`config.mk`:
```
export PLATFORM = sky130hd
export DESIGN_NAME = rpc_queue
export DESIGN_NICKNAME = d
export VERILOG_FILES = /design/src/rpc_pkg.sv /design/src/rpc_queue.sv
export SDC_FILE = /design/constraint.sdc
export NUM_CORES = 1
export LEC_CHECK = 0
export BUFFER_PORTS_ARGS = -buffer_cell sky130_fd_sc_hd__buf_2
export CORE_ASPECT_RATIO = 1.2
export CORE_UTILIZATION = 52
export DETAILED_ROUTE_END_ITERATION = 10
export PLACE_DENSITY = 0.78
export SLEW_MARGIN = 10
export SYNTH_ARGS = -nofsm -noshare
export SYNTH_HDL_FRONTEND = slang
export SYNTH_SLANG_ARGS = --single-unit
```
`constraint.sdc`:
```
create_clock -name i_clk -period 14.1 [get_ports i_clk]
set_input_delay 0 -clock i_clk [delete_from_list [all_inputs] [get_ports i_clk]]
set_output_delay 0 -clock i_clk [all_outputs]
set_load 0.005 [all_outputs]
```
`src/rpc_pkg.sv`:
```
package rpc_pkg;

    localparam int COORD_WIDTH     = 16;
    localparam int ANGLE_FRAC_BITS = 7;
    localparam int ZFRAC           = 20;
    localparam int VSHIFT          = 59 - COORD_WIDTH;
    localparam int ITERS           = 24;
    localparam int ZSTEP           = ZFRAC - ANGLE_FRAC_BITS;
    localparam int SQ_STEPS        = COORD_WIDTH;
    localparam int VW              = 64;
    localparam int ZW              = 32;
    localparam int SQW             = 2 * COORD_WIDTH;
    localparam int KSH_L           = (VSHIFT > 32) ? VSHIFT - 32 : 0;
    localparam int KSH_R           = (VSHIFT > 32) ? 0 : 32 - VSHIFT;

    localparam logic [31:0]          KINV_Q32  = 32'd2608131496;
    localparam logic signed [ZW-1:0] DEG90     = ZW'(90) <<< ZFRAC;
    localparam logic signed [ZW-1:0] DEG180    = ZW'(180) <<< ZFRAC;
    localparam logic signed [ZW-1:0] ANGLE_LIM = ZW'(180) <<< ANGLE_FRAC_BITS;
    localparam logic signed [ZW-1:0] RADIUS_MAX = ZW'(65535);

    // atan(2^-i) in units of 2^-20 degree.
    localparam logic signed [ZW-1:0] ATAN_TAB [ITERS] = '{
        32'sd47185920, 32'sd27855475, 32'sd14718068, 32'sd7471121,
        32'sd3750058,  32'sd1876857,  32'sd938658,   32'sd469357,
        32'sd234682,   32'sd117342,   32'sd58671,    32'sd29335,
        32'sd14668,    32'sd7334,     32'sd3667,     32'sd1833,
        32'sd917,      32'sd458,      32'sd229,      32'sd115,
        32'sd57,       32'sd29,       32'sd14,       32'sd7
    };

    typedef struct packed {
        logic                    mode;
        logic                    origin;
        logic signed [VW-1:0]    vx;
        logic signed [VW-1:0]    vy;
        logic signed [ZW-1:0]    z;
        logic [SQW-1:0]          sq_rem;
        logic [SQW-1:0]          sq_root;
    } t_item;

endpackage

```
`src/rpc_queue.sv`:
```
module rpc_queue (
    input  logic            i_clk,
    input  logic            i_rst_n,
    input  logic            i_push,
    input  rpc_pkg::t_item  i_item,
    output logic            o_full,
    output logic            o_vld,
    output rpc_pkg::t_item  o_item
);
    import rpc_pkg::*;

    t_item       r_mem [2];
    logic        r_wp;
    logic        r_rp;
    logic [1:0]  r_cnt;
    logic        pop;

    assign o_full = (r_cnt == 2'd2);
    assign o_vld  = (r_cnt != 2'd0);
    assign o_item = r_mem[r_rp];
    // The back end never stalls, so the head leaves every cycle it is valid.
    assign pop    = o_vld;

    always_ff @(posedge i_clk) begin
        if (!i_rst_n) begin
            r_wp  <= 1'b0;
            r_rp  <= 1'b0;
            r_cnt <= 2'd0;
        end else begin
            if (i_push) begin
                r_wp <= ~r_wp;
            end
            if (pop) begin
                r_rp <= ~r_rp;
            end
            r_cnt <= r_cnt + 2'(i_push) - 2'(pop);
        end
        if (i_push) begin
            r_mem[r_wp] <= i_item;
        end
    end

    a_no_overflow: assert property (@(posedge i_clk) disable iff (!i_rst_n)
        o_full |-> !i_push) else $error("transfer into a full queue");
    a_cnt_range: assert property (@(posedge i_clk) disable iff (!i_rst_n)
        r_cnt != 2'd3) else $error("queue count out of range");

endmodule

```
==> metrics.csv <==
stage,metric,value,unit
status,status,"complete, no violations",
sta,final hold violations,0,
route,final routed DRC violation total,0,
worst_setup_path,worst-path fanout max,62,
synthesis,synthesized net count,955,
floorplanning,DIE AREA,33600,um2
synthesis,Synth Flop Type,edfxtp_1,
sta,fmax,263,MHz
synthesis,Post-synth EDFFs,452,
sta,count of pins over their slew limit,0,
floorplanning,Die Wd,167,um
cells_and_area,share of cells above drive strength 1,51.3,%
worst_setup_path,"CP delay by family, top",buffers and inverters,
floorplanning,Cell Rows,72,
clock_tree,CTS max path bufs,3,
power_and_ir_drop,maximum VDD drop,0.112,mV
route,Vias per Instance,5.15,
sta,PnR worst setup slack,10.30,ns
route,DR vias,9693,
flow_run,Max Cap Viol,0,
route,final WL,40100,um
synthesis,Post-Synth XOR/XNOR Area,0,%
clock_tree,clk slew on worst S/H paths,0.06,ns
clock_tree,CTS H-tree depth,2,
sta,RSZ-0062 raised after global routing,no,
synthesis,"area leader, netlist",edfxtp_1,
sta,Slew @ Worst Pin,1.16,ns
placed_design,port buffer count,456,
clock_tree,post-CTS resize count,0,
synthesis,yosys warns,0,
global_route,via count of the first global-routing pass,10500,
synthesis,sequential share of the synthesized area,80.0,%
floorplanning,core area,32300,um2
worst_setup_path,CP Capture Type,output port,
global_route,first-pass GRT wire length,58900,um
worst_setup_path,Worst EP required,14.10,ns
clock_tree,Post-CTS Repair Setup Buffers,0,
worst_setup_path,crit-path cells,buf_4 > buf_4 > mux2_2 > buf_2,
global_route,initial antenna violation count,5,
clock_tree,total CTS buffers,43,
worst_setup_path,critical path type,reg -> out,
synthesis,Simple-Gate Fraction of Synth Area,0.447,%
worst_setup_path,Critical Path Max Stage Delay,0.87,ns
synthesis,Compound-Gate Fraction of Synth Area,0.0732,%
route,Final ANT Viol Nets,0,
clock_tree,Root Buffer,clkbuf_16,
synthesis,largest family of logic cells by synthesized area,multiplexers,
cells_and_area,Post-layout nets,1669,
worst_setup_path,Crit path top cell by count,buf_4,
clock_tree,clock sinks,457,
synthesis,mux contribution to synthesized area,18.0,%
sta,setup tns final,0,ns
synthesis,flop and latch count out of synthesis,457,
worst_setup_path,Critical-path top delay cell,buf_4,
synthesis,Mapped Area,17100,um2
power_and_ir_drop,Leak,0.00915,uW
route,count of routing violations after the opening detailed-route iteration,589,
sta,# setup viols final,0,
route,WL per Instance,21.3,um
synthesis,top-area cell type share of the netlist area,79.4,%
sta,Final period util,26.9,%
clock_tree,CTS tree,built,
floorplanning,Top Ports,457,
placed_design,hpwl dp,23900,um
synthesis,"count leader, synth",edfxtp_1,
synthesis,Post-Synth Adder-Cell Area,0.0732,%
synthesis,main area contributors after synthesis,"edfxtp_1, mux2_4, mux2_2",
worst_setup_path,Worst Path Arrival,3.80,ns
worst_setup_path,reg2reg start,r_wp,
sta,Slew Limit Headroom,22.4,%
clock_tree,Worst-Skew Late Latency,0.54,ns
synthesis,"FFs w/ async S/R, synth",0,%
sta,Period minus WS final,3.80,ns
placed_design,DP Worst Slack,10.89,ns
cells_and_area,P&R area growth vs syn,36.9,%
synthesis,"top cells by count, synth","edfxtp_1, mux2_4, mux2_2, buf_6, buf_2",
hold_path,hold path start,i_item[78],
sta,Setup Skew,0.0112,ns
hold_path,Hold Path Class,in -> reg,
global_route,GRT overflow,0,
placed_design,Routability Congestion,0.847,
synthesis,Netlist cell types,17,
synthesis,Mean Syn Cell Area,23.6,um2
route,DRT Pass-1 Iters,5,
power_and_ir_drop,Pwr Density,129,nW/um2
worst_setup_path,WP buf/inv,3,
floorplanning,Die Y,201,um
global_route,largest net degree at the start of global routing,82,
worst_setup_path,Critical Path Start Type,flop,
global_route,GRT Total Usage,23.4,%
synthesis,Cells after Synth,725,
floorplanning,initial core utilization,53.0,%
-- flip-flops by register name, indices dropped and copies added (netlist names), named ones only --
register / cells
r_mem: 452
r_cnt: 2
r_rp: 1
r_wp: 1
-- power breakdown --
part | internal, uW | switching (uW)
clock network | 639 | 473
registers | 1570 | 24.7
logic | 180 | 136
-- cells in the final DEF, fill, tap and decap left out, types with 2 or more instances in the layout --
| cell type | n |
|---|---|
| mux2_2 | 86 |
| clkbuf_16 | 45 |
| dfxtp_1 | 4 |
| clkinv_1 | 9 |
| mux2_4 | 140 |
| clkinvlp_4 | 3 |
| and3_1 | 2 |
| clkbuf_1 | 9 |
| buf_2 | 456 |
| bufinv_16 | 3 |
| nand2_1 | 2 |
| buf_4 | 9 |
| nor2b_1 | 3 |
| diode_2 | 5 |
| clkinv_2 | 7 |
| edfxtp_1 | 452 |
| dlygate4sd3_1 | 229 |
-- layout make-up --
cell class | count | area [um2]
clock buffers | 54 | 1160
fillers | 1861 | 8870
multi-input cells | 243 | 3190
clock inverters | 23 | 193
repair buffers | 694 | 4640
well taps | 407 | 509
diodes | 5 | 12.5
flip-flops and latches | 457 | 13700
-- metal layers --
metal  up-vias  track usage [%]  wire (um)
li1       4327                -          -
met1      4801             24.4      13900
met2       448             43.6      21900
met3       117             4.97       2390
met4         0             12.6       1930
met5         -                0          0
-- cells by family (layout without fill, tap and decap cells) --
family / after synthesis / count (layout)
adders and majority gates: 1 / 1
AOI/OAI and AO/OA: 2 / 2
buffers and inverters: 25 / 771
muxes: 227 / 227
other: 0 / 5
DFF: 457 / 457
and+or+nand+nor: 13 / 13
-- worst register-to-register path, stage by stage (launching register included) --
cell,delay (ns)
dfxtp_1,0.40
and2_4,0.63
buf_4,0.71
buf_4,0.75
-- worst paths after layout --
| path | slack [ns] | depth (start not counted) | endpoint |
|---|---|---|---|
| worst max register to register | 11.20 | 3 | r_mem[1][75] |
| worst max-delay path | 10.30 | 4 | o_item[75] |
| worst min-delay path | 0.18 | 2 | r_mem[1][78] |
| worst min register to register | 0.56 | 2 | r_cnt[1] |
-- metrics by stage --
| step | utilization [%] | cells | hold WS [ns] | total power, uW | area (um2) |
|---|---|---|---|---|---|
| after floorplan | - | 725 | 0.0989 | 1770 | 17100 |
| after global routing | 72.5 | 1883 | 0.168 | 3120 | 23400 |
| final | 72.5 | 1883 | 0.183 | 3020 | 23400 |
| after detailed placement | 61.2 | 1572 | 0.191 | 1880 | 19700 |
| after global placement | 61.2 | 1572 | 0.188 | 1870 | 19700 |
| after CTS | 72.5 | 1878 | 0.147 | 3030 | 23400 |
-- repair_timing --
| item | in CTS | in global routing |
|---|---|---|
| hold buffers | 229 | 0 |
| setup endpoints to repair | 0 | 0 |
| endpoints found under the hold margin | 467 | 0 |
No activity file was read; power rests on OpenSTA's default activity.
