`config.mk`:
```
export PLATFORM = sky130hd
export DESIGN_NAME = rpc_front
export DESIGN_NICKNAME = d
export VERILOG_FILES = /design/src/rpc_pkg.sv /design/src/rpc_front.sv
export SDC_FILE = /design/constraint.sdc
export NUM_CORES = 2
export LEC_CHECK = 0
export BUFFER_PORTS_ARGS = -buffer_cell sky130_fd_sc_hd__buf_2
export CAP_MARGIN = 20
export CORE_ASPECT_RATIO = 1.75
export CORE_MARGIN = 2
export CORE_UTILIZATION = 31
export DETAILED_ROUTE_END_ITERATION = 16
export GPL_TIMING_DRIVEN = 1
export HOLD_SLACK_MARGIN = 0.15
export PLACE_DENSITY = 0.53
export SLEW_MARGIN = 25
export SYNTH_ARGS = -nofsm -noshare
export SYNTH_HDL_FRONTEND = slang
export SYNTH_SLANG_ARGS = --single-unit
export TNS_END_PERCENT = 20
```
`constraint.sdc`:
```
create_clock -name i_clk -period 16.5 [get_ports i_clk]
set_input_delay 0.825 -clock i_clk [delete_from_list [all_inputs] [get_ports i_clk]]
set_output_delay 0.825 -clock i_clk [all_outputs]
set_load 0.05 [all_outputs]
```
`src/rpc_pkg.sv`:
```
package rpc_pkg;

    localparam int COORD_WIDTH     = 16;
    localparam int ANGLE_FRAC_BITS = 7;
    localparam int ZFRAC           = 20;
    localparam int VSHIFT          = 59 - COORD_WIDTH;
    localparam int ITERS           = 24;
    localparam int ZSTEP           = ZFRAC - ANGLE_FRAC_BITS;
    localparam int SQ_STEPS        = COORD_WIDTH;
    localparam int VW              = 64;
    localparam int ZW              = 32;
    localparam int SQW             = 2 * COORD_WIDTH;
    localparam int KSH_L           = (VSHIFT > 32) ? VSHIFT - 32 : 0;
    localparam int KSH_R           = (VSHIFT > 32) ? 0 : 32 - VSHIFT;

    localparam logic [31:0]          KINV_Q32  = 32'd2608131496;
    localparam logic signed [ZW-1:0] DEG90     = ZW'(90) <<< ZFRAC;
    localparam logic signed [ZW-1:0] DEG180    = ZW'(180) <<< ZFRAC;
    localparam logic signed [ZW-1:0] ANGLE_LIM = ZW'(180) <<< ANGLE_FRAC_BITS;
    localparam logic signed [ZW-1:0] RADIUS_MAX = ZW'(65535);

    // atan(2^-i) in units of 2^-20 degree.
    localparam logic signed [ZW-1:0] ATAN_TAB [ITERS] = '{
        32'sd47185920, 32'sd27855475, 32'sd14718068, 32'sd7471121,
        32'sd3750058,  32'sd1876857,  32'sd938658,   32'sd469357,
        32'sd234682,   32'sd117342,   32'sd58671,    32'sd29335,
        32'sd14668,    32'sd7334,     32'sd3667,     32'sd1833,
        32'sd917,      32'sd458,      32'sd229,      32'sd115,
        32'sd57,       32'sd29,       32'sd14,       32'sd7
    };

    typedef struct packed {
        logic                    mode;
        logic                    origin;
        logic signed [VW-1:0]    vx;
        logic signed [VW-1:0]    vy;
        logic signed [ZW-1:0]    z;
        logic [SQW-1:0]          sq_rem;
        logic [SQW-1:0]          sq_root;
    } t_item;

endpackage

```
`src/rpc_front.sv`:
```
module rpc_front (
    input  logic                               i_clk,
    input  logic                               i_rst_n,
    input  logic                               start,
    output logic                               busy,
    input  logic                               i_mode,
    input  logic signed [15:0]                 i_coord_x,
    input  logic signed [15:0]                 i_coord_y,
    input  logic [15:0]                        i_in_radius,
    input  logic signed [15:0]                 i_in_angle,
    input  logic                               i_q_full,
    output logic                               o_push,
    output rpc_pkg::t_item                     o_item
);
    import rpc_pkg::*;

    logic                    r_a_vld;
    logic                    r_a_mode;
    logic signed [15:0]      r_a_x;
    logic signed [15:0]      r_a_y;
    logic [15:0]             r_a_r;
    logic signed [15:0]      r_a_ang;

    logic                    accept;
    logic [16:0]             ux, uy;
    logic [SQW-1:0]          sq;
    logic [47:0]             prod;
    logic [VW-1:0]           x0u;
    logic signed [VW-1:0]    x0, px, py;
    logic signed [ZW-1:0]    za;
    t_item                   n_item;

    assign busy   = r_a_vld && i_q_full;
    assign accept = start && !busy;
    assign o_push = r_a_vld && !i_q_full;
    assign o_item = n_item;

    always_ff @(posedge i_clk) begin
        if (!i_rst_n) begin
            r_a_vld <= 1'b0;
        end else if (accept) begin
            r_a_vld <= 1'b1;
        end else if (o_push) begin
            r_a_vld <= 1'b0;
        end
        if (accept) begin
            r_a_mode <= i_mode;
            r_a_x    <= i_coord_x;
            r_a_y    <= i_coord_y;
            r_a_r    <= i_in_radius;
            r_a_ang  <= i_in_angle;
        end
    end

    always_comb begin
        ux   = r_a_x[15] ? 17'(-{r_a_x[15], r_a_x}) : {1'b0, r_a_x};
        uy   = r_a_y[15] ? 17'(-{r_a_y[15], r_a_y}) : {1'b0, r_a_y};
        sq   = SQW'(ux) * SQW'(ux) + SQW'(uy) * SQW'(uy);
        prod = 48'(r_a_r) * 48'(KINV_Q32);
        x0u  = (VW'(prod) << KSH_L) >> KSH_R;
        x0   = signed'(x0u);
        px   = VW'(r_a_x) <<< VSHIFT;
        py   = VW'(r_a_y) <<< VSHIFT;
        za   = ZW'(r_a_ang) <<< ZSTEP;

        n_item         = '0;
        n_item.mode    = r_a_mode;
        n_item.sq_rem  = sq;
        n_item.sq_root = '0;
        if (!r_a_mode) begin
            n_item.origin = (r_a_x == 16'sd0) && (r_a_y == 16'sd0);
            n_item.vx     = px;
            n_item.vy     = py;
            n_item.z      = '0;
            if (r_a_x < 16'sd0) begin
                if (r_a_y >= 16'sd0) begin
                    n_item.vx = py;
                    n_item.vy = -px;
                    n_item.z  = DEG90;
                end else begin
                    n_item.vx = -py;
                    n_item.vy = px;
                    n_item.z  = -DEG90;
                end
            end
        end else begin
            // The input angle spans less than two turns, so one wrap suffices.
            if (za > DEG180) begin
                za = za - (DEG180 <<< 1);
            end else if (za < -DEG180) begin
                za = za + (DEG180 <<< 1);
            end
            n_item.vx = x0;
            n_item.vy = '0;
            n_item.z  = za;
            if (za > DEG90) begin
                n_item.vx = '0;
                n_item.vy = x0;
                n_item.z  = za - DEG90;
            end else if (za < -DEG90) begin
                n_item.vx = '0;
                n_item.vy = -x0;
                n_item.z  = za + DEG90;
            end
        end
    end

endmodule

```
==> flow_summary.ini <==
[outcome]
outcome = finished, final reports clean

[routing]
viasPerCell = 4.88
drt_first_pass_iters = 7
drt_wl_total_um = 111000
initialDrtViolationCount = 1496
wl_per_cell_um = 22.0
vias = 24713
post-route-drc-count = 0
drt.antenna.violating_nets = 0

[grt]
antenna_found_initial = 11
track_usage_pct = 21.8
grt_pass1_wl_um = 165000
grt_pass1_vias = 26828
gr-total-overflow = 0
grt_max_degree = 79

[sta]
fin_setup_tns_ps = 0
drv_slew = 0
grt_setup_unrepaired = no
tightest_slew_ps = 1040
fmax_mhz = 77.8
relSlewSlack_pct = 30.0
finalCriticalPeriod_ps = 12850
clock_skew_ps = 26.9
timing.final.crit_share_pct = 77.9
finalSetupViolations = 0
hold_slack_ps = 568
finalHoldViolations = 0

[final_layout]
multi_input_area_um2 = 25500
fillers = 10688
fin_cells = 5064
final_common_cell = inv_1
area_growth_pct = 9.47
mostFrequentLayoutCells = inv_1 (914), fa_1 (631), ha_1 (338)
drive_above_1_share_pct = 9.26
final_core_util_pct = 34.2
fin_nets = 4769
seqCellArea_um2 = 1970

[logic_synthesis]
async_flop_share_pct = 0
syn-cell-area_um2 = 31500
ys_seq_area_share_pct = 6.27
ys_ff_latch = 66
synth_area_per_cell_um2 = 8.91
yosys.cell_types.count = 99
synth-warning-count = 0
synth_flop_cell = edfxtp_1
netlist_instances = 3531
synth_edf_count = 65

[placement]
dpl.hpwl_um = 98300
place_congestion = 1.00
dp.cells = 5045
port_buffers = 218

[clock_network]
cts_setup_buffers = 0
numCtsBuffers = 9
path_clk_slew_ps = 80
clock-sinks = 66
clock_path_buffers = 2
h-tree-depth = 3
clock_latency_ps = 420
cts_tree = yes
ctsHoldBuffers = 0
ctsResizeCount = 0
cts_root_buffer = clkbuf_16

[critical_path]
start_kind = flop
cp_slowest_cell = edfxtp_1
max_stage_delay_ps = 680
worstPathArrival_ps = 12020
worst-endpoint-required_ps = 15670
path_max_fanout = 14
end_kind = primary output
crit_path_frequent_cell = fa_1
reg2reg_from = r_a_vld
r2r_cells = 4
r2r_slack_ps = 14450
worstSetupPathType = reg -> out
reg2reg_to = r_a_y[10]

[worst_hold_path]
worstHoldPathCells = 1
hold_start = i_in_radius[7]
min_to = r_a_r[7]
hold_path_class = in -> reg

[floorplan]
die_area_um2 = 104000
ios = 297
die_h_um = 425
start_util_pct = 31.3
fp.coreArea_um2 = 101000
die_x_um = 245
placementRows = 154

[run]
cap_violations = 0
final cells by class:
cell class	instances	share of cell area, %
Multi-Input combinational cell	2463	74.1
Clock inverter	5	0.298
Timing Repair Buffer	265	4.22
Sequential cell	66	5.73
Tap cell	1326	4.82
Inverter	926	10.1
Clock buffer	11	0.705
Antenna cell	2	0.0145
logic make-up after synthesis:
family,synth area share [%]
other,0.0239
adder cells (fa/ha/maj),53.6
AO/OA/AOI/OAI,9.85
AND/OR/NAND/NOR,11.5
flip-flops,6.27
multiplexers,0.493
buffers and inverters,14.2
XOR/XNOR,4.09
worst max-delay path by stage:
stage	cells past startpoint	slack (ps)	to	startpoint
2_1_floorplan	32	5970	o_item[63]	r_a_x[0]
3_3_place_gp	33	3830	o_item[60]	r_a_x[0]
3_5_place_dp	34	3940	o_item[62]	r_a_x[0]
4_1_cts	33	3440	o_item[62]	r_a_x[0]
5_1_grt	34	3030	o_item[62]	r_a_x[0]
6_report	34	3650	o_item[62]	r_a_x[0]
cell usage after synthesis, types with 12 or more instances:
library cell    n  area [µm²]
o22ai_1        20         125
a31oi_1        19         119
clkbuf_1       80         300
or3_1          22         138
edfxtp_1       65        1950
o31ai_1        14         105
nand2_1       255         957
and2_1         57         357
o21a_1         17         128
nor4_1         16         100
nor2_1        233         875
a21o_1         31         233
o21ai_0       104         521
nand2b_1       18         113
fa_1          631       12600
nand4_1        15        93.8
xnor2_1        96         841
nor2b_1        12        75.1
a21oi_1       107         536
o21ai_1        13        65.1
or2_2          13        81.3
nor3_1         35         175
nand3_1        29         145
xor2_1         49         429
inv_1         914        3430
buf_4          79         593
ha_1          338        4230
stage by stage:
step / worst slack (ps) / instance area (µm²)
2_1_floorplan: 5970 / 31800
3_3_place_gp: 3830 / 34100
3_5_place_dp: 3940 / 34100
4_1_cts: 3440 / 34400
5_1_grt: 3030 / 34400
6_report: 3650 / 34400
critical path, delay by kind of cell (launching register included):
kind	cells	cell delay, ps
buffers and inverters	9	1510
adder cells (fa/ha/maj)	10	4570
flip-flops	1	680
XOR/XNOR	2	730
AO/OA/AOI/OAI	8	2510
AND/OR/NAND/NOR	5	1600
flip-flops by register name, summed over array words and instances (netlist names):
signal,count
r_a_r,16
r_a_ang,16
r_a_x,16
r_a_mode,1
r_a_vld,1
r_a_y,16
metal layers:
layer	global-route usage, %	share of wire, %
met2	42.5	55
met5	0	0.024
met4	11.5	5.9
met1	22.7	35
met3	2.07	4.7
Power is left out: the tool's default activity adds up to more than one toggle a clock period on the data nets, which glitch-free logic cannot reach.
